File: src/rtl/tfp_pkg.sv
// Shared types and constants for the telemetry frame packer.
`default_nettype none
package tfp_pkg;

  // Configuration register indexes
  localparam logic [1:0] REG_SYNC_WORD    = 2'd0;
  localparam logic [1:0] REG_TASK_COUNT   = 2'd1;
  localparam logic [1:0] REG_MODE_SAFE    = 2'd2;
  localparam logic [1:0] REG_MODE_NOMINAL = 2'd3;

  localparam int CFG_INDEX_W = 2;
  localparam int CFG_DATA_W  = 32;

  // Body length codes (byte count minus one)
  localparam logic [1:0] LEN_1 = 2'd0;
  localparam logic [1:0] LEN_2 = 2'd1;
  localparam logic [1:0] LEN_4 = 2'd3;

  // Command queue depth
  localparam int Q_DEPTH = 4;
  localparam int Q_PTR_W = $clog2(Q_DEPTH);

  // One emit command: what the back end sends for one slot value
  typedef struct packed {
    logic        first;     // frame head: sync, sequence, then data
    logic        last;      // append checksum after the body
    logic [1:0]  bytes_m1;  // body bytes minus one, when not first
    logic [31:0] seq;       // frame sequence for the head
    logic [31:0] data;      // slot value already mapped, clamped or masked
  } cmd_t;

endpackage
`default_nettype wire

File: src/rtl/tfp_front.sv
// Slot tracker and classifier: turns accepted words into emit commands.
`default_nettype none
module tfp_front #(
  parameter int TASK_SLOTS   = 8,
  parameter int SENSOR_SLOTS = 8
) (
  input  wire logic          clk,
  input  wire logic          rst,
  input  wire logic          in_valid,
  output logic               in_ready,
  input  wire logic          kind,
  input  wire logic [31:0]   value,
  input  wire logic          value_valid,
  input  wire logic [3:0]    task_count,
  input  wire logic [7:0]    mode_code_safe,
  input  wire logic [7:0]    mode_code_nominal,
  input  wire logic          q_full,
  output logic               push,
  output tfp_pkg::cmd_t      cmd
);
  import tfp_pkg::*;

  localparam int SL_UPTIME  = 0;
  localparam int SL_FRAMES  = 1;
  localparam int SL_FOVR    = 2;
  localparam int SL_SLACK   = 3;
  localparam int SL_TASK0   = 4;
  localparam int SL_REPAIRS = SL_TASK0 + TASK_SLOTS;
  localparam int SL_SHORT   = SL_REPAIRS + 4;
  localparam int SL_MODE    = SL_SHORT + 1;
  localparam int SL_REASON  = SL_SHORT + 2;
  localparam int SL_CAUSE   = SL_SHORT + 3;
  localparam int SL_FLAGS   = SL_SHORT + 4;
  localparam int SL_SENSOR0 = SL_SHORT + 5;
  localparam int SL_TOTAL   = SL_SENSOR0 + SENSOR_SLOTS;
  localparam int SW         = $clog2(SL_TOTAL);

  logic [SW-1:0] slot_index;
  logic [31:0]   frame_sequence;
  logic [SW-1:0] task_idx;
  logic [15:0]   clamp16;
  logic [7:0]    clamp8;
  logic          accept;
  logic          slot_last;

  assign in_ready  = !q_full;
  assign accept    = in_valid && in_ready;
  assign push      = accept && !kind;
  assign slot_last = (slot_index == SW'(SL_TOTAL - 1));
  assign task_idx  = slot_index - SW'(SL_TASK0);
  assign clamp16   = (|value[31:16]) ? 16'hFFFF : value[15:0];
  assign clamp8    = (|value[31:8]) ? 8'hFF : value[7:0];

  always_comb begin
    cmd          = '0;
    cmd.seq      = frame_sequence;
    cmd.last     = slot_last;
    priority if (slot_index == SW'(SL_UPTIME)) begin
      cmd.first    = 1'b1;
      cmd.bytes_m1 = LEN_4;
      cmd.data     = value_valid ? value : 32'hFFFF_FFFF;
    end else if (slot_index == SW'(SL_FRAMES)) begin
      cmd.bytes_m1 = LEN_4;
      cmd.data     = value;
    end else if (slot_index == SW'(SL_FOVR) || slot_index == SW'(SL_SLACK)) begin
      cmd.bytes_m1 = LEN_2;
      cmd.data     = {16'd0, clamp16};
    end else if (slot_index < SW'(SL_REPAIRS)) begin
      // Task overrun bytes; dead tasks send zero
      cmd.bytes_m1 = LEN_1;
      cmd.data     = (task_idx < SW'(task_count)) ? {24'd0, clamp8} : 32'd0;
    end else if (slot_index < SW'(SL_SHORT)) begin
      cmd.bytes_m1 = LEN_2;
      cmd.data     = {16'd0, clamp16};
    end else if (slot_index == SW'(SL_SHORT)) begin
      cmd.bytes_m1 = LEN_1;
      cmd.data     = {24'd0, clamp8};
    end else if (slot_index == SW'(SL_MODE)) begin
      cmd.bytes_m1 = LEN_1;
      cmd.data     = {24'd0, (value != 32'd0) ? mode_code_safe : mode_code_nominal};
    end else if (slot_index == SW'(SL_REASON) || slot_index == SW'(SL_CAUSE) ||
                 slot_index == SW'(SL_FLAGS)) begin
      cmd.bytes_m1 = LEN_1;
      cmd.data     = {24'd0, value[7:0]};
    end else begin
      cmd.bytes_m1 = LEN_2;
      cmd.data     = {16'd0, value[15:0]};
    end
  end

  always_ff @(posedge clk) begin
    if (rst) begin
      slot_index     <= '0;
      frame_sequence <= '0;
    end else if (accept) begin
      if (kind) begin
        slot_index     <= '0;
        frame_sequence <= '0;
      end else if (slot_last) begin
        slot_index     <= '0;
        frame_sequence <= frame_sequence + 32'd1;
      end else begin
        slot_index <= slot_index + SW'(1);
      end
    end
  end

  a_slot_range: assert property (@(posedge clk) disable iff (rst)
    slot_index <= SW'(SL_TOTAL - 1))
    else $error("slot index past end of layout");

endmodule
`default_nettype wire

File: src/rtl/tfp_queue.sv
// Short command queue between the classifier and the byte emitter.
`default_nettype none
module tfp_queue (
  input  wire logic          clk,
  input  wire logic          rst,
  input  wire logic          push,
  input  wire tfp_pkg::cmd_t push_cmd,
  output logic               full,
  input  wire logic          pop,
  output logic               head_valid,
  output tfp_pkg::cmd_t      head_cmd
);
  import tfp_pkg::*;

  cmd_t               entries [Q_DEPTH];
  logic [Q_PTR_W-1:0] wr_ptr;
  logic [Q_PTR_W-1:0] rd_ptr;
  logic [Q_PTR_W:0]   count;

  assign full       = (count == (Q_PTR_W + 1)'(Q_DEPTH));
  assign head_valid = (count != '0);
  assign head_cmd   = entries[rd_ptr];

  always_ff @(posedge clk) begin
    if (push) begin
      entries[wr_ptr] <= push_cmd;
    end
  end

  always_ff @(posedge clk) begin
    if (rst) begin
      wr_ptr <= '0;
      rd_ptr <= '0;
      count  <= '0;
    end else begin
      if (push) begin
        wr_ptr <= wr_ptr + Q_PTR_W'(1);
      end
      if (pop) begin
        rd_ptr <= rd_ptr + Q_PTR_W'(1);
      end
      if (push && !pop) begin
        count <= count + (Q_PTR_W + 1)'(1);
      end else if (pop && !push) begin
        count <= count - (Q_PTR_W + 1)'(1);
      end
    end
  end

  a_no_overflow: assert property (@(posedge clk) disable iff (rst)
    push |-> !full)
    else $error("push into full queue");

  a_no_underflow: assert property (@(posedge clk) disable iff (rst)
    pop |-> head_valid)
    else $error("pop from empty queue");

endmodule
`default_nettype wire

File: src/rtl/tfp_back.sv
// Byte emitter: serializes commands, keeps the running checksum.
`default_nettype none
module tfp_back (
  input  wire logic          clk,
  input  wire logic          rst,
  input  wire logic [31:0]   sync_word,
  input  wire logic          head_valid,
  input  wire tfp_pkg::cmd_t head_cmd,
  output logic               pop,
  output logic               out_valid,
  input  wire logic          out_ready,
  output logic [7:0]         frame_byte,
  output logic               last_of_frame
);
  import tfp_pkg::*;

  typedef enum logic [1:0] {
    PH_BODY,
    PH_CK_LO,
    PH_CK_HI
  } phase_t;

  phase_t      phase;
  logic [3:0]  byte_idx;
  logic [15:0] sum_accumulator;

  logic        load;
  logic        body_done;
  logic [3:0]  body_end;
  logic [95:0] body_word;
  logic [7:0]  body_byte;
  logic [15:0] sum_base;
  logic [16:0] sum_wide;
  logic [15:0] sum_next;

  assign load      = head_valid && (!out_valid || out_ready);
  assign body_end  = head_cmd.first ? 4'd11 : {2'b00, head_cmd.bytes_m1};
  assign body_done = (byte_idx == body_end);
  assign body_word = head_cmd.first ? {head_cmd.data, head_cmd.seq, sync_word}
                                    : {64'd0, head_cmd.data};
  assign body_byte = body_word[{byte_idx, 3'b000} +: 8];

  // Frame head restarts the sum
  assign sum_base  = (head_cmd.first && byte_idx == 4'd0) ? 16'd0 : sum_accumulator;
  assign sum_wide  = {1'b0, sum_base} + {9'd0, body_byte};
  assign sum_next  = sum_wide[15:0] + {15'd0, sum_wide[16]};

  always_comb begin
    pop = 1'b0;
    if (load) begin
      unique case (phase)
        PH_BODY:  pop = body_done && !head_cmd.last;
        PH_CK_LO: pop = 1'b0;
        PH_CK_HI: pop = 1'b1;
        default:  pop = 1'b0;
      endcase
    end
  end

  always_ff @(posedge clk) begin
    if (rst) begin
      phase           <= PH_BODY;
      byte_idx        <= '0;
      sum_accumulator <= '0;
      out_valid       <= 1'b0;
    end else begin
      if (load) begin
        out_valid <= 1'b1;
        unique case (phase)
          PH_BODY: begin
            frame_byte      <= body_byte;
            last_of_frame   <= 1'b0;
            sum_accumulator <= sum_next;
            if (body_done) begin
              byte_idx <= '0;
              if (head_cmd.last) begin
                phase <= PH_CK_LO;
              end
            end else begin
              byte_idx <= byte_idx + 4'd1;
            end
          end
          PH_CK_LO: begin
            frame_byte    <= ~sum_accumulator[7:0];
            last_of_frame <= 1'b0;
            phase         <= PH_CK_HI;
          end
          PH_CK_HI: begin
            frame_byte      <= ~sum_accumulator[15:8];
            last_of_frame   <= 1'b1;
            sum_accumulator <= '0;
            phase           <= PH_BODY;
          end
          default: phase <= PH_BODY;
        endcase
      end else if (out_ready) begin
        out_valid <= 1'b0;
      end
    end
  end

  a_ck_holds_cmd: assert property (@(posedge clk) disable iff (rst)
    (phase != PH_BODY) |-> head_valid)
    else $error("checksum phase without its command");

  a_ck_only_last: assert property (@(posedge clk) disable iff (rst)
    (phase == PH_CK_LO) |-> head_cmd.last)
    else $error("checksum started for a non-final slot");

  a_idx_range: assert property (@(posedge clk) disable iff (rst)
    head_valid |-> byte_idx <= body_end)
    else $error("byte index past body end");

endmodule
`default_nettype wire

File: src/rtl/telemetry_frame_packer.sv
// Top level of the telemetry frame packer: config registers and the two halves.
//
//  channel  | handshake                | payload
//  ---------+--------------------------+------------------------------------
//  in       | in_valid / in_ready      | kind, value, value_valid
//  out      | out_valid / out_ready    | frame_byte, last_of_frame
//  config   | cfg_we (no wait)         | cfg_index, cfg_wdata
//
// Output: the byte emitter puts out one byte per cycle while out_ready is high;
// a word gives 1, 2 or 4 bytes, 12 for the uptime word (sync, sequence,
// uptime), plus 2 checksum bytes after the last sensor word.
// The front takes one word per cycle until the 4-entry command queue fills.
// Reset: synchronous, active high; clears slot, sequence, sum and queue, sets config to its defaults.
// Stalls: out_ready low holds the output byte; the queue absorbs input bursts.
`default_nettype none
module telemetry_frame_packer #(
  parameter int TASK_SLOTS   = 8,
  parameter int SENSOR_SLOTS = 8
) (
  input  wire logic                               clk,
  input  wire logic                               rst,
  input  wire logic                               in_valid,
  output logic                                    in_ready,
  input  wire logic                               kind,
  input  wire logic [31:0]                        value,
  input  wire logic                               value_valid,
  output logic                                    out_valid,
  input  wire logic                               out_ready,
  output logic [7:0]                              frame_byte,
  output logic                                    last_of_frame,
  input  wire logic                               cfg_we,
  input  wire logic [tfp_pkg::CFG_INDEX_W-1:0]    cfg_index,
  input  wire logic [tfp_pkg::CFG_DATA_W-1:0]     cfg_wdata
);
  import tfp_pkg::*;

  // Configuration registers
  logic [31:0] sync_word;
  logic [3:0]  task_count;
  logic [7:0]  mode_code_safe;
  logic [7:0]  mode_code_nominal;

  // Front to queue, queue to back
  logic q_push;
  logic q_full;
  logic q_pop;
  logic q_head_valid;
  cmd_t q_push_cmd;
  cmd_t q_head_cmd;

  // Latch config words; the user must write only while the block is idle (not enforced here)
  always_ff @(posedge clk) begin
    if (rst) begin
      sync_word         <= 32'd0;
      task_count        <= 4'd8;
      mode_code_safe    <= 8'd1;
      mode_code_nominal <= 8'd0;
    end else if (cfg_we) begin
      unique case (cfg_index)
        REG_SYNC_WORD:    sync_word         <= cfg_wdata;
        REG_TASK_COUNT:   task_count        <= cfg_wdata[3:0];
        REG_MODE_SAFE:    mode_code_safe    <= cfg_wdata[7:0];
        REG_MODE_NOMINAL: mode_code_nominal <= cfg_wdata[7:0];
        default: ;
      endcase
    end
  end

  // Classify each word by its slot and queue an emit command
  tfp_front #(
    .TASK_SLOTS   (TASK_SLOTS),
    .SENSOR_SLOTS (SENSOR_SLOTS)
  ) u_front (
    .clk               (clk),
    .rst               (rst),
    .in_valid          (in_valid),
    .in_ready          (in_ready),
    .kind              (kind),
    .value             (value),
    .value_valid       (value_valid),
    .task_count        (task_count),
    .mode_code_safe    (mode_code_safe),
    .mode_code_nominal (mode_code_nominal),
    .q_full            (q_full),
    .push              (q_push),
    .cmd               (q_push_cmd)
  );

  // Decouple classification from byte serialization
  tfp_queue u_queue (
    .clk        (clk),
    .rst        (rst),
    .push       (q_push),
    .push_cmd   (q_push_cmd),
    .full       (q_full),
    .pop        (q_pop),
    .head_valid (q_head_valid),
    .head_cmd   (q_head_cmd)
  );

  // Drain commands one byte per cycle while out_ready is high, append the checksum at frame end
  tfp_back u_back (
    .clk           (clk),
    .rst           (rst),
    .sync_word     (sync_word),
    .head_valid    (q_head_valid),
    .head_cmd      (q_head_cmd),
    .pop           (q_pop),
    .out_valid     (out_valid),
    .out_ready     (out_ready),
    .frame_byte    (frame_byte),
    .last_of_frame (last_of_frame)
  );

endmodule
`default_nettype wire

File: config.mk
export PLATFORM = sky130hd
export DESIGN_NAME = telemetry_frame_packer
export DESIGN_NICKNAME = d
export VERILOG_FILES = /design/src/rtl/tfp_pkg.sv /design/src/rtl/tfp_front.sv /design/src/rtl/tfp_queue.sv /design/src/rtl/tfp_back.sv /design/src/rtl/telemetry_frame_packer.sv
export SDC_FILE = /design/constraint.sdc
export NUM_CORES = 1
export LEC_CHECK = 0
export BUFFER_PORTS_ARGS = -buffer_cell sky130_fd_sc_hd__buf_2
export CORE_ASPECT_RATIO = 0.5
export CORE_MARGIN = 4
export CORE_UTILIZATION = 28
export CTS_CLUSTER_DIAMETER = 100
export CTS_CLUSTER_SIZE = 14
export DETAILED_ROUTE_END_ITERATION = 10
export PLACE_DENSITY = 0.54
export SLEW_MARGIN = 20
export SYNTH_ARGS = -nofsm -noshare
export SYNTH_HDL_FRONTEND = slang
export SYNTH_HIERARCHICAL = 1
export SYNTH_SLANG_ARGS = --single-unit
File: constraint.sdc
create_clock -name clk -period 13.1 [get_ports clk]
set_clock_uncertainty 0.15 [all_clocks]
set_input_delay 2.62 -clock clk [delete_from_list [all_inputs] [get_ports clk]]
set_output_delay 2.62 -clock clk [all_outputs]
set_load 0.03 [all_outputs]
After elaboration in Yosys (flattened, before gate mapping)
Memory sizes are Yosys's and may differ from the RTL's. A register that Yosys moved wholly into a read port is not among the register bits.
Index checks and enable logic that the tools add are counted.
- add/subtract/negate cells: 10
- $lt $le $gt $ge: 3
- equal/unequal tests: 18
- shifts and indexed selects: 1
- multiplexer cells: 46
- bitwise operators: 3
- reductions and logical operators: 42
- operators by type and width (operator ; count):
    2-to-1 mux 32 bit ; 10
    2-to-1 mux 96 bit ; 1
    variable part select 96 x 8 -> 8 bit ; 1
    2-to-1 mux 16 bit ; 3
    adder 32 x 1 -> 32 bit (second input constant) ; 1
    case mux 16 bit (2 select lines) ; 1
    nonzero test 32 bit ; 1
    equality test 5 bit (second input constant) ; 6
    2-to-1 mux 8 bit ; 3
    case mux 8 bit (3 select lines) ; 1
    OR reduction 24 bit ; 1
    2-to-1 mux 2 bit ; 11
    adder 16 x 8 -> 17 bit ; 1
    adder 16 x 1 -> 16 bit ; 1
    inverter 8 bit ; 2
    OR reduction 16 bit ; 1
    AND reduction 2 bit ; 7
    equality test 5 x 2 -> 1 bit (second input constant) ; 2
    2-to-1 mux 5 bit ; 2
    nonzero test 2 bit ; 5
    AND reduction 3 bit ; 3
    2-to-1 mux 4 bit ; 2
    logical AND 1 bit ; 7
    2-to-1 mux 1 bit ; 7
    26 further kinds ; 43
- register bits after elaboration: 128
- bits in writable memories: 272
- output and inout port bits: 11
- word-level logic and storage cells: 139
- memories kept: 1
- memory list (name ; words ; width ; read ports ; clocked after Yosys merged registers in ; wr ports ; line ; RTL):
    u_queue.entries ; 4 ; 68 ; 1 ; 1 ; 1 ; tfp_queue.sv:15 ; cmd_t entries [Q_DEPTH];

Logic depth before layout (Yosys ltp)
- depth after elaboration: 11
- depth in mapped cells: 24

Hierarchy
The synthesis kept the hierarchy.
- by module, submodules not included (module ; instances ; cells each ; area each (µm²)):
    tfp_queue ; 1 ; 400 ; 10266.1
    tfp_back ; 1 ; 411 ; 3490.8
    tfp_front ; 1 ; 362 ; 2731.4
    telemetry_frame_packer ; 1 ; 208 ; 2204.6

Least setup slack after synthesis
No wires, ideal clock.
- kind: input-to-reg
- from: input in_valid
- to: memory u_queue/entries[0][0] (netlist bit) (enable)
- setup time: 0.433 ns
- arrival: 4.710 ns
- required time: 12.517 ns
- slack: 7.806 ns
- cell stages on the path: 3
- cell sequence: nand2_1 nor2_1 and2_1
- word-level cells in the longest chain between the ends: 4
- RTL lines (element ; line ; RTL):
    start, declared ; telemetry_frame_packer.sv:22 ; input wire logic in_valid,
    logical AND 1 bit ; tfp_front.sv:47 ; assign accept = in_valid && in_ready;
    logical AND 1 bit ; tfp_front.sv:48 ; assign push = accept && !kind;
    net q_push ; telemetry_frame_packer.sv:44 ; logic q_push;
    2-to-1 mux 1 bit ; tfp_queue.sv:25 ; if (push) begin
    2-to-1 mux 1 bit (not written as such) ; tfp_queue.sv:26 ; entries[wr_ptr] <= push_cmd;
    end, declared ; tfp_queue.sv:15 ;
The timed path passes the listed nets, and every way through them passes these cells.

==> results by group <==
Power and ir drop
  • Peak VDD IR: 0.0716 mV
  • P_leak: 6.81 nW
  • Pwr/cell area: around 130 nW/um^2

STA
  • Worst slew margin: 34.8%
  • Worst-margin pin slew: 0.979 ns
  • RSZ-0062 raised after global routing: false
  • # setup viols final: 0
  • Highest Clock Rate: 0.154 GHz
  • Fin. Hold Viols: 0
  • Pins Over Slew Limit: 0
  • TNS Setup: 0 ns
  • Min Tclk post-route: 6.51 ns
  • Worst Slack Setup Final: 6.59 ns
  • Final worst-path cycle share: 49.7%

Logic synthesis
  • Syn nets: 1,490
  • Mapped Cells: roughly 1,400
  • Avg Inst Size Synth: 13.5 sq um
  • Synth cell types: between 80 and 90
  • Post-synth EDFFs: 281
  • Area contributors post-synth: edfxtp_1 (45%), dfxtp_1 (13%), mux4_2 (11%), mux2i_1 (3.9%), nand2b_1 (3.3%)
  • Predominant post-synthesis flop cell: edfxtp_1
  • Yosys top cell by area: edfxtp_1
  • Seq cells post-synth: between 400 and 500
  • Post-synth top area share: 45.1%
  • Mapped cell area: 18,700 sq um
  • Yosys warns: 6
  • Sequential area share after synthesis: approximately three fifths
  • Ys async rst share: 0%

Routing
  • Drt wl/cell: 19.0 microns
  • DRC errors left: 0
  • DRT iter0 DRCs: between 800 and 900
  • Antenna-violating nets left: 0
  • Total number of vias: ~11,000
  • Final WL: 44.5 mm
  • DR pass1 iterations: 5
  • Via-to-Cell Ratio: about 4.9

Clock network
  • CTS buffer count: 34
  • Root buffer cell: clkbuf_16
  • Htree depth: 2
  • Clock Sinks: 402
  • CTS max path bufs: 3
  • CTS Hold Buffers Added: 0
  • CTS tree: done
  • CTS clk-pin slew, worst paths: roughly 0.07 ns
  • Post-cts resize count: 0
  • Clock Latency Late Sink: 0.53 ns
  • Setup bufs post-CTS: 0

Floorplanning
  • Core footprint: 65,600 sq um
  • Initial core utilization: 28.5%
  • Die height: 191 microns
  • Io pins: 84
  • Die area: 71,200 sq um
  • Die width: 373 microns
  • Row Count: 66

Global routing
  • Vias in the first global route: 11,274
  • First-pass GRT wire length: 69.0 mm
  • GRT overflow: 0
  • Largest net degree at the start of global routing: slightly below 90
  • Initial antenna violation count: 1
  • Tot GR Track Use: 12.4%

Critical path
  • CP required: 13.38 ns
  • CP Class: register to register
  • Crit path cell chain: buf_4 -> mux4_2 -> mux4_2 -> mux2i_1 -> nor2_1 -> a21oi_1 -> o22ai_1 -> fa_1 -> a21oi_1 -> a2bb2oi_1 -> a21o_1 -> and2_1 -> nor3_1 -> ha_1 -> nand4_1 -> o21ai_0 -> a2111oi_0 -> a21oi_1 -> nor2_1 -> xnor2_1 -> a22o_1
  • Crit end category: register
  • Critical Path Fanout Max: 37
  • Most frequent cell on the critical path: a21oi_1
  • CP arrival: 6.79 ns
  • CP Launch Type: register
  • Crit path max-delay family: compound AO/OA/AOI/OAI gates
  • Slowest cell on the critical path: dfxtp_4
  • Crit-path max cell delay: ~0.80 ns
  • Bufs and invs on worst path: 1

Place
  • PortBufs: 83
  • Pre-CTS WS: around 6.5 ns
  • GP Congestion: 0.830
  • Hpwl dp: 30.4 mm

Outcome
  • Status: completed

Finish
  • Final net count: roughly 1,600
  • Filler cell count: ~6,500
  • Fraction of layout cells with a size suffix above 1: 18.1%
  • Area growth, synth to finish: 11.9%

Min path
  • Worst Hold Class: register to register

Run
  • Max Cap Violations: 0
cell usage after synthesis, types with 16 or more instances:
cell type,number
nand2b_1,99
mux4_2,92
a21o_1,21
mux2i_1,72
nand3_1,28
nor3_1,23
o21ai_0,24
buf_2,16
xor2_1,22
nand2_1,61
edfxtp_1,281
nor2_1,112
dfxtp_1,121
xnor2_1,29
a21oi_1,53
and2_1,19
ha_1,34
a31oi_1,16
clkbuf_1,36
inv_1,40
registers in the layout (all words and copies together), names as in the netlist, 5 cells and up, named ones only:
name and count:
u_front/frame_sequence 32, sync_word 32, u_back/sum_accumulator 16, u_front/slot_index 5, u_queue/entries 272, mode_code_safe 8
u_back/frame_byte 8, mode_code_nominal 8
cells by family (layout without fill, tap and decap cells):
group,Yosys count,count (layout),synth area share [%]
AND/OR/NAND/NOR,422,422,12.2
flip-flops,402,402,58.1
AO/OA/AOI/OAI,192,192,6.81
multiplexers,166,166,15.1
buffers and inverters,112,190,2.94
XOR/XNOR,51,51,2.39
adder cells (fa/ha/maj),36,36,2.49
other,0,1,0
worst paths after layout:
kind | startpoint | endpoint | slack (ns) | cells past startpoint
max | register | u_back/sum_accumulator[5]$_SDFFE_PP0P_ | 6.59 | 21
min reg2reg | sync_word[24]$_SDFFE_PP0P_ | sync_word[24]$_SDFFE_PP0P_ | 0.32 | 2
max reg2reg | register | u_back/sum_accumulator[5]$_SDFFE_PP0P_ | 6.59 | 21
min | sync_word[24]$_SDFFE_PP0P_ | sync_word[24]$_SDFFE_PP0P_ | 0.32 | 2
placed cells by master (no fill, tap or decap), drive strengths merged, types with 49 or more instances in the layout:
cell      n
a21oi    55
buf      97
clkbuf   49
dfxtp   121
edfxtp  281
mux2i    72
mux4     92
nand2    61
nand2b   99
nor2    112
final cells by class:
class / instances / area [sq um] / share of cell area (%)
antenna: 1 / 2.50 / 0.0120
clock buffer: 49 / 907 / 4.34
clock inverter: 3 / 41.3 / 0.197
inverter: 41 / 154 / 0.736
multi-input combinational: 867 / 7310 / 35.0
sequential: 402 / 10900 / 52.0
tap: 884 / 1110 / 5.29
timing repair buffer: 97 / 523 / 2.50
layer usage:
metal / up-vias / GRT usage, % / part of all wire, %
met3: 65 / 2.04 / 4.0
met2: 204 / 20.3 / 47
li1: 5325 / - / -
met5: - / 0 / 0
met4: 0 / 3.60 / 2.5
met1: 5778 / 16.9 / 46
tightest hold or removal path, stage by stage (launching register included):
cell and delay [ns]:
dfxtp_1 0.31, nand2b_1 0.06, mux2i_1 0.06
power by group:
part / internal [mW] / switching [mW]
Combinational: 0.118 / 0.200
Sequential: 1.40 / 0.0205
Clock: 0.484 / 0.442
Total: 2.00 / 0.662
through the flow:
stage | hold slack [ns] | std cells | total power [mW] | utilization (%) | area (sq um)
finish | 0.324 | 2344 | 2.66 | 31.9 | 20900
global route | 0.346 | 2343 | 2.79 | 31.9 | 20900
CTS | 0.326 | 2343 | 2.70 | 31.9 | 20900
detailed placement | 0.311 | 2291 | 1.77 | 30.4 | 20000
global placement | 0.307 | 2291 | 1.77 | 30.4 | 20000
floorplan | 0.295 | 1381 | 1.66 | - | 18700
No activity file was read; power rests on OpenSTA's default activity.
